--- config.mk ---
export PLATFORM = sky130hd
export DESIGN_NAME = cbp_sqrt
export DESIGN_NICKNAME = d
export VERILOG_FILES = /design/src/hdl/cbp_pkg.sv /design/src/hdl/cbp_sqrt.sv
export SDC_FILE = /design/constraint.sdc
export NUM_CORES = 2
export LEC_CHECK = 0
export BUFFER_PORTS_ARGS = -buffer_cell sky130_fd_sc_hd__buf_2
export CORE_MARGIN = 2
export CORE_UTILIZATION = 60
export DETAILED_ROUTE_END_ITERATION = 12
export PLACE_DENSITY_LB_ADDON = 0.12
export SYNTH_ARGS = -nofsm -noshare
export SYNTH_HDL_FRONTEND = slang
export SYNTH_SLANG_ARGS = --single-unit
--- constraint.sdc ---
create_clock -name clk -period 4.4 [get_ports clk]
set_input_delay 0.44 -clock clk [delete_from_list [all_inputs] [get_ports clk]]
set_output_delay 0.44 -clock clk [all_outputs]
set_load 0.02 [all_outputs]
--- src/hdl/cbp_pkg.sv ---
`timescale 1ns / 1ps
// ----------------------------------------------------------------------------
// cbp_pkg
// shared types and constants for the circle / box push-out pipeline
// ----------------------------------------------------------------------------
package cbp_pkg;

	localparam int COORD_FRAC_BITS = 12;

	localparam int CW       = 24;   // coordinate width
	localparam int RADIUS_W = 23;
	localparam int THR_W    = 25;
	localparam int CFG_W    = 25;
	localparam int CFG_IDX_W = 1;
	localparam int DIFF_W   = 25;   // coordinate difference
	localparam int SQ_W     = 48;   // one squared difference
	localparam int MSQ_W    = 46;   // squared length that can still hit
	localparam int LEN_W    = 23;   // root of the squared length
	localparam int Q_W      = 23;   // rounded scale of one component
	localparam int NUM_W    = 48;   // dividend of the rounding divide
	localparam int OFS_W    = 27;   // offset before clipping
	localparam int SQRT_STAGES = MSQ_W / 2;
	localparam int DIV_STAGES  = Q_W;

	localparam logic [RADIUS_W-1:0] RADIUS_RST = RADIUS_W'(64'd1 << COORD_FRAC_BITS);
	localparam logic [THR_W-1:0]    THR_RST    =
		THR_W'((64'd1 << (2 * COORD_FRAC_BITS)) / 1000);

	localparam logic [CFG_IDX_W-1:0] REG_RADIUS = 1'd0;
	localparam logic [CFG_IDX_W-1:0] REG_THR    = 1'd1;

	localparam logic [1:0] SIDE_LEFT   = 2'd0;
	localparam logic [1:0] SIDE_RIGHT  = 2'd1;
	localparam logic [1:0] SIDE_BOTTOM = 2'd2;
	localparam logic [1:0] SIDE_TOP    = 2'd3;

	typedef struct packed {
		logic signed [CW-1:0] point_x;
		logic signed [CW-1:0] point_y;
		logic signed [CW-1:0] box_min_x;
		logic signed [CW-1:0] box_min_y;
		logic signed [CW-1:0] box_max_x;
		logic signed [CW-1:0] box_max_y;
	} in_word_t;

	typedef struct packed {
		logic                 hit;
		logic signed [CW-1:0] offset_x;
		logic signed [CW-1:0] offset_y;
		logic                 was_inside;
		logic [1:0]           push_side;
		logic                 saturated;
	} out_word_t;

	// per-item context that travels beside the root and divide stages
	typedef struct packed {
		logic                    hit;
		logic                    in_box;
		logic [1:0]              side;
		logic signed [CW-1:0]    vx;
		logic signed [CW-1:0]    vy;
		logic signed [OFS_W-1:0] ox_in;
		logic signed [OFS_W-1:0] oy_in;
	} ctx_t;

endpackage

--- src/hdl/cbp_sqrt.sv ---
`timescale 1ns / 1ps
// ----------------------------------------------------------------------------
// cbp_sqrt
// pipelined integer square root, one result bit per stage
// ----------------------------------------------------------------------------
module cbp_sqrt (
	input  logic                          clk,
	input  logic                          arst_n,
	input  logic                          en,
	input  logic                          in_valid,
	input  cbp_pkg::ctx_t                 in_ctx,
	input  logic [cbp_pkg::MSQ_W-1:0]     in_msq,
	output logic                          out_valid,
	output cbp_pkg::ctx_t                 out_ctx,
	output logic [cbp_pkg::LEN_W-1:0]     out_len
);

	localparam int N  = cbp_pkg::SQRT_STAGES;
	localparam int MW = cbp_pkg::MSQ_W;
	localparam int LW = cbp_pkg::LEN_W;
	localparam int RW = LW + 2;

	logic          v_s    [0:N];
	cbp_pkg::ctx_t ctx_s  [0:N];
	logic [RW-1:0] rem_s  [0:N];
	logic [LW-1:0] root_s [0:N];
	logic [MW-1:0] rest_s [0:N];

	assign v_s[0]    = in_valid;
	assign ctx_s[0]  = in_ctx;
	assign rem_s[0]  = '0;
	assign root_s[0] = '0;
	assign rest_s[0] = in_msq;

	for (genvar k = 0; k < N; k++) begin : g_stage
		logic [RW+1:0] sh;
		logic [RW+1:0] trial;
		logic          ge;

		assign sh    = {rem_s[k], rest_s[k][MW-1:MW-2]};
		assign trial = (RW + 2)'({root_s[k], 2'b01});
		assign ge    = sh >= trial;

		always_ff @(posedge clk or negedge arst_n) begin
			if (!arst_n) begin
				v_s[k+1] <= 1'b0;
			end else if (en) begin
				v_s[k+1] <= v_s[k];
			end
		end

		always_ff @(posedge clk) begin
			if (en) begin
				ctx_s[k+1]  <= ctx_s[k];
				rem_s[k+1]  <= ge ? RW'(sh - trial) : sh[RW-1:0];
				root_s[k+1] <= {root_s[k][LW-2:0], ge};
				rest_s[k+1] <= {rest_s[k][MW-3:0], 2'b00};
			end
		end
	end

	assign out_valid = v_s[N];
	assign out_ctx   = ctx_s[N];
	assign out_len   = root_s[N];

endmodule

Yosys cells after proc, flatten, opt, wreduce, memory -nomap -nowiden:

Cells that the tools add are included.

* register bits after elaboration: 3771
* input bits: 156

* $add $sub $neg: 22
* magnitude comparators: 23
* multiplexer cells: 22

Operator list (count)
* $mux 25: 21
* $ge 27x10->1: 1
* $ge 27x11->1: 1
* $ge 27x12->1: 1
* $ge 27x13->1: 1
* $ge 27x14->1: 1
* $ge 27x15->1: 1
* $ge 27x16->1: 1
* $ge 27x17->1: 1
* $ge 27x18->1: 1
* $ge 27x19->1: 1
* $ge 27x20->1: 1
* $ge 27x21->1: 1
* $ge 27x22->1: 1
* $ge 27x23->1: 1
* $ge 27x24->1: 1
* $ge 27x3->1: 1
* $ge 27x4->1: 1
* $ge 27x5->1: 1
* $ge 27x6->1: 1
* $ge 27x7->1: 1
* $ge 27x8->1: 1
* $ge 27x9->1: 1
* $sub 25x10->25: 1
* other kinds (23): 23

Logic depth before layout (Yosys ltp):

* word-level depth: 2
* gate-level depth with buffers: 13

Least setup slack after synthesis:

OpenSTA, ideal clock, no wires.

* path type: register to register
* start: reg rem_s (netlist bit g_stage[21].sh[6])
* end: reg rem_s (netlist bit g_stage[22].sh[19]), data pin
* library setup time: 260 ps
* arrival time: 3015 ps
* path slack: 1126 ps
* cell stages (with the launch flop): 11
* path buffers: 1
* path through: edfxtp_1 -> ha_1 -> a21oi_1 -> a21oi_1 -> a2111oi_2 -> a211oi_1 -> o311ai_1 -> o21ai_0 -> nor2_1 -> clkbuf_1 -> mux2_2

* cells in the longest elaborated chain, start to end: 2
* elaborated cells between the ends (all ways): 3

Ends and longest elaborated chain
* from (decl): RTL line cbp_sqrt.sv:25 `logic [RW-1:0] rem_s [0:N];`
* from (signal, indexed assignment): RTL line cbp_sqrt.sv:55 `rem_s[k+1] <= ge ? RW'(sh - trial) : sh[RW-1:0];`
* $sub 25x23->25 / $ge 27x23->1 (equally long branches): RTL line cbp_sqrt.sv:55, cbp_sqrt.sv:42
* $mux 25 *: RTL line cbp_sqrt.sv:55

Mark *: on every way between the ends. The rest lies on a longest branch, timed or not.
A chain may end at the register's enable or synchronous reset.

Worst setup path in the final report:

* start: reg rem_s (netlist bit g_stage[18].sh[2])
* end: reg rem_s (netlist bit g_stage[19].sh[14]), data pin

* cells in the longest elaborated chain, start to end: 2
* elaborated cells between the ends (all ways): 3

Ends and longest elaborated chain (RTL line)
* $sub 25x20->25 / $ge 27x20->1 (equally long branches): cbp_sqrt.sv:55, cbp_sqrt.sv:42
* $mux 25 *: cbp_sqrt.sv:55

Marked as above.

==> flow_metrics.tcl <==
set metrics [dict create \
    endpoint_kind "flip-flop" \
    p_leak_nw 55.3 \
    maxSlewHeadroom_pct 31.1 \
    syn_inst 7103 \
    comb_power_share_pct 7.7 \
    seq_area_frac_synth_pct 83.8 \
    yosys-top-cells-count "3738 x edfxtp_1, 384 x inv_1, 300 x ha_1" \
    rsz0062_at_grt "false" \
    grt_usage_pct 16.5 \
    yosys_warnings 0 \
    power.total_w 0.0800 \
    peakVddDrop_v 0.000381 \
    wl_um 188000 \
    gp_congestion 0.888 \
    cts_buffer_depth 4 \
    fmaxAchievable_mhz 261 \
    crit_required_ps 5060 \
    initial_utilization_pct 60.5 \
    synth-edff-count 3738 \
    sw_frac_of_total_pct 21.4 \
    clock_latency_ps 980 \
    postSynth.asyncResetShare_pct 0.612 \
    final_util_pct 68.8 \
    fin_ws_ps 568 \
    pwr_density_cell_mw_per_mm2 523 \
    dp_hpwl_um 113000 \
    synth_most_common_cell "edfxtp_1" \
    clock-root-buffer "clkbuf_16" \
    finalHoldViolations 0 \
    grt_pass1_wl_um 304000 \
    fin_tns_setup_ps 0 \
    regArea_mm2 0.113 \
    drt_iter0_markers 4066 \
    cts_tree "built" \
    p_seq_share_pct 55.1 \
    synth_top_area_cell "edfxtp_1" \
    wire_per_inst_um 16.9 \
    synth_seq_cells 3761 \
    syn_area_mm2 0.135 \
    core-area_mm2 0.223 \
    overflow 0 \
    internal-power_w 0.0629 \
    worstSetupStartpointType "flip-flop" \
    dr_total_vias 58600 \
    ant_nets 0 \
    die_h_um 478 \
    drc_errors 0 \
    period_share_pct 87.1 \
    skew_ps 116 \
    rows 173 \
    drt_pre_antenna_iters 7 \
    drive_gt1_share_pct 12.6 \
    die_w_um 478 \
    fin_crit_ps 3830 \
    ios 286 \
    critPathArrivalTime_ps 4490 \
    p_sw_w 0.0171 \
    path_max_fanout 31 \
    synth_cell_type_count 83 \
    synth_flop_cell "edfxtp_1" \
    antenna_found_initial 7 \
    grt_max_degree 173 \
    crit_type "reg -> reg" \
    first_global_vias 59600 \
    fin_nets 8314 \
    die_area_mm2 0.228 \
    netlist.area_leader.share_pct 83.4 \
    clock_power_share_pct 37.3 \
    syn_area_per_cell_um2 18.9 \
    final-setup-viol-count 0 \
    fillerInstances 14100 \
    drv_slew 0 \
    cts-htree-levels 5 \
    cts.sinks 3761 \
    place_ws_ps 600 \
    portBuffers 285 \
    viasPerCell 5.28 \
    hold_class "in -> reg" \
    multi_input_comb_area_mm2 0.0193 \
    worst-slew-pin-transition_ps 1030 \
    cts.reportedPaths.clkPinSlew_ps 60 \
    netlist_top_cells_area "edfxtp_1 83%, ha_1 2.8%, xnor2_1 1.4%" \
    status "finished, final reports clean" \
    area_growth_pct 13.7 \
    numCtsBuffers 376 \
    syn_nets 7559 \
    cts_resized 0 \
    max_cap_violations 0 \
]
power by group through the flow:
| stage | logic, W | registers [W] | clock network (W) |
|---|---|---|---|
| final | 0.00613 | 0.0440 | 0.0298 |
| after global routing | 0.00686 | 0.0443 | 0.0322 |
| after CTS | 0.00615 | 0.0441 | 0.0308 |
| after detailed placement | 0.00601 | 0.0448 | 0 |
| after global placement | 0.00584 | 0.0447 | 0 |
| after floorplan | 0.00413 | 0.0443 | 0 |
cell type report:
| type | count | area share (%) |
|---|---|---|
| Clock buffer | 470 | 6.46 |
| Sequential cell | 3761 | 73.7 |
| Antenna cell | 3 | 0.00490 |
| Inverter | 385 | 0.946 |
| Timing Repair Buffer | 554 | 2.78 |
| Multi-Input combinational cell | 2780 | 12.6 |
| Clock inverter | 182 | 1.10 |
| Tap cell | 2975 | 2.43 |
registers in the layout (all words and copies together) (netlist names):
name	flops
rest_s	462
ctx_s	2332
g_stage.sh	562
v_s	22
g_stage.trial	253
out_valid	1
out_len	23
out_ctx	106
placed cells by master (no fill, tap or decap), types with 111 or more instances in the layout:
master | netlist | final
edfxtp_1 | 3738 | 3738
inv_1 | 384 | 384
clkbuf_16 | 0 | 379
ha_1 | 300 | 300
buf_2 | 7 | 284
nand2_1 | 275 | 275
a21oi_1 | 266 | 266
nor2_1 | 247 | 246
o21ai_0 | 227 | 227
xnor2_1 | 219 | 219
xor2_1 | 187 | 187
dlygate4sd3_1 | 0 | 157
nor3_1 | 129 | 129
a21o_1 | 111 | 111
final timing paths:
kind                                                  start                            to  slack, ps  depth (start not counted)
worst min register to register         ctx_s[254]$_DFFE_PP_          ctx_s[148]$_DFFE_PP_        330                          0
worst max-delay path            g_stage[18].sh[2]$_DFFE_PP_  g_stage[19].sh[14]$_DFFE_PP_        570                          9
min in group asynchronous                            arst_n           v_s[14]$_DFFE_PN0P_        710                          3
worst max register to register  g_stage[18].sh[2]$_DFFE_PP_  g_stage[19].sh[14]$_DFFE_PP_        570                          9
max in group asynchronous                            arst_n            v_s[6]$_DFFE_PN0P_       3060                          3
worst min-delay path                             in_msq[24]        rest_s[1038]$_DFFE_PP_        190                          2
metal layers:
layer,wire [um],vias to the layer above,GRT usage (%)
li1,-,28600,-
met1,79300,28500,20.9
met2,95400,1163,28.4
met3,7600,396,3.22
met4,5430,2,5.95
met5,234,-,0
critical path, stage by stage, from the launching register on:
cell,delay (ps)
edfxtp_1,410
ha_1,370
o21a_1,140
o21a_1,200
o31ai_1,600
o31ai_1,260
o31a_1,360
or4_1,640
buf_4,300
mux2_2,300
per-stage QoR:
stage | area (um^2) | cells | hold WS, ps
after detailed placement | 140000 | 10300 | 405
after CTS | 153000 | 11100 | 80.0
after floorplan | 135000 | 7103 | 144
final | 153000 | 11100 | 190
after global routing | 153000 | 11100 | 121
after global placement | 140000 | 10300 | 400
cells by family (layout without fill, tap and decap cells):
kind of cell    count (synthesis)  count (layout)  share of synthesized area [%]
compound gates                867             867                           3.99
xor+xnor                      406             406                           2.64
simple gates                 1130            1130                           4.24
other cells                     1               4                        0.00279
fa+ha+maj                     300             300                           2.79
flops                        3761            3761                           83.8
mux                            76              76                          0.625
buf+inv                       562            1591                           1.88
repair_timing:
| action | in CTS | in global routing |
|---|---|---|
| setup buffers | 0 | 0 |
| hold endpoints to repair | 182 | 0 |
| hold buffers | 157 | 0 |
Note: power is estimated with default switching activity, not from simulation.
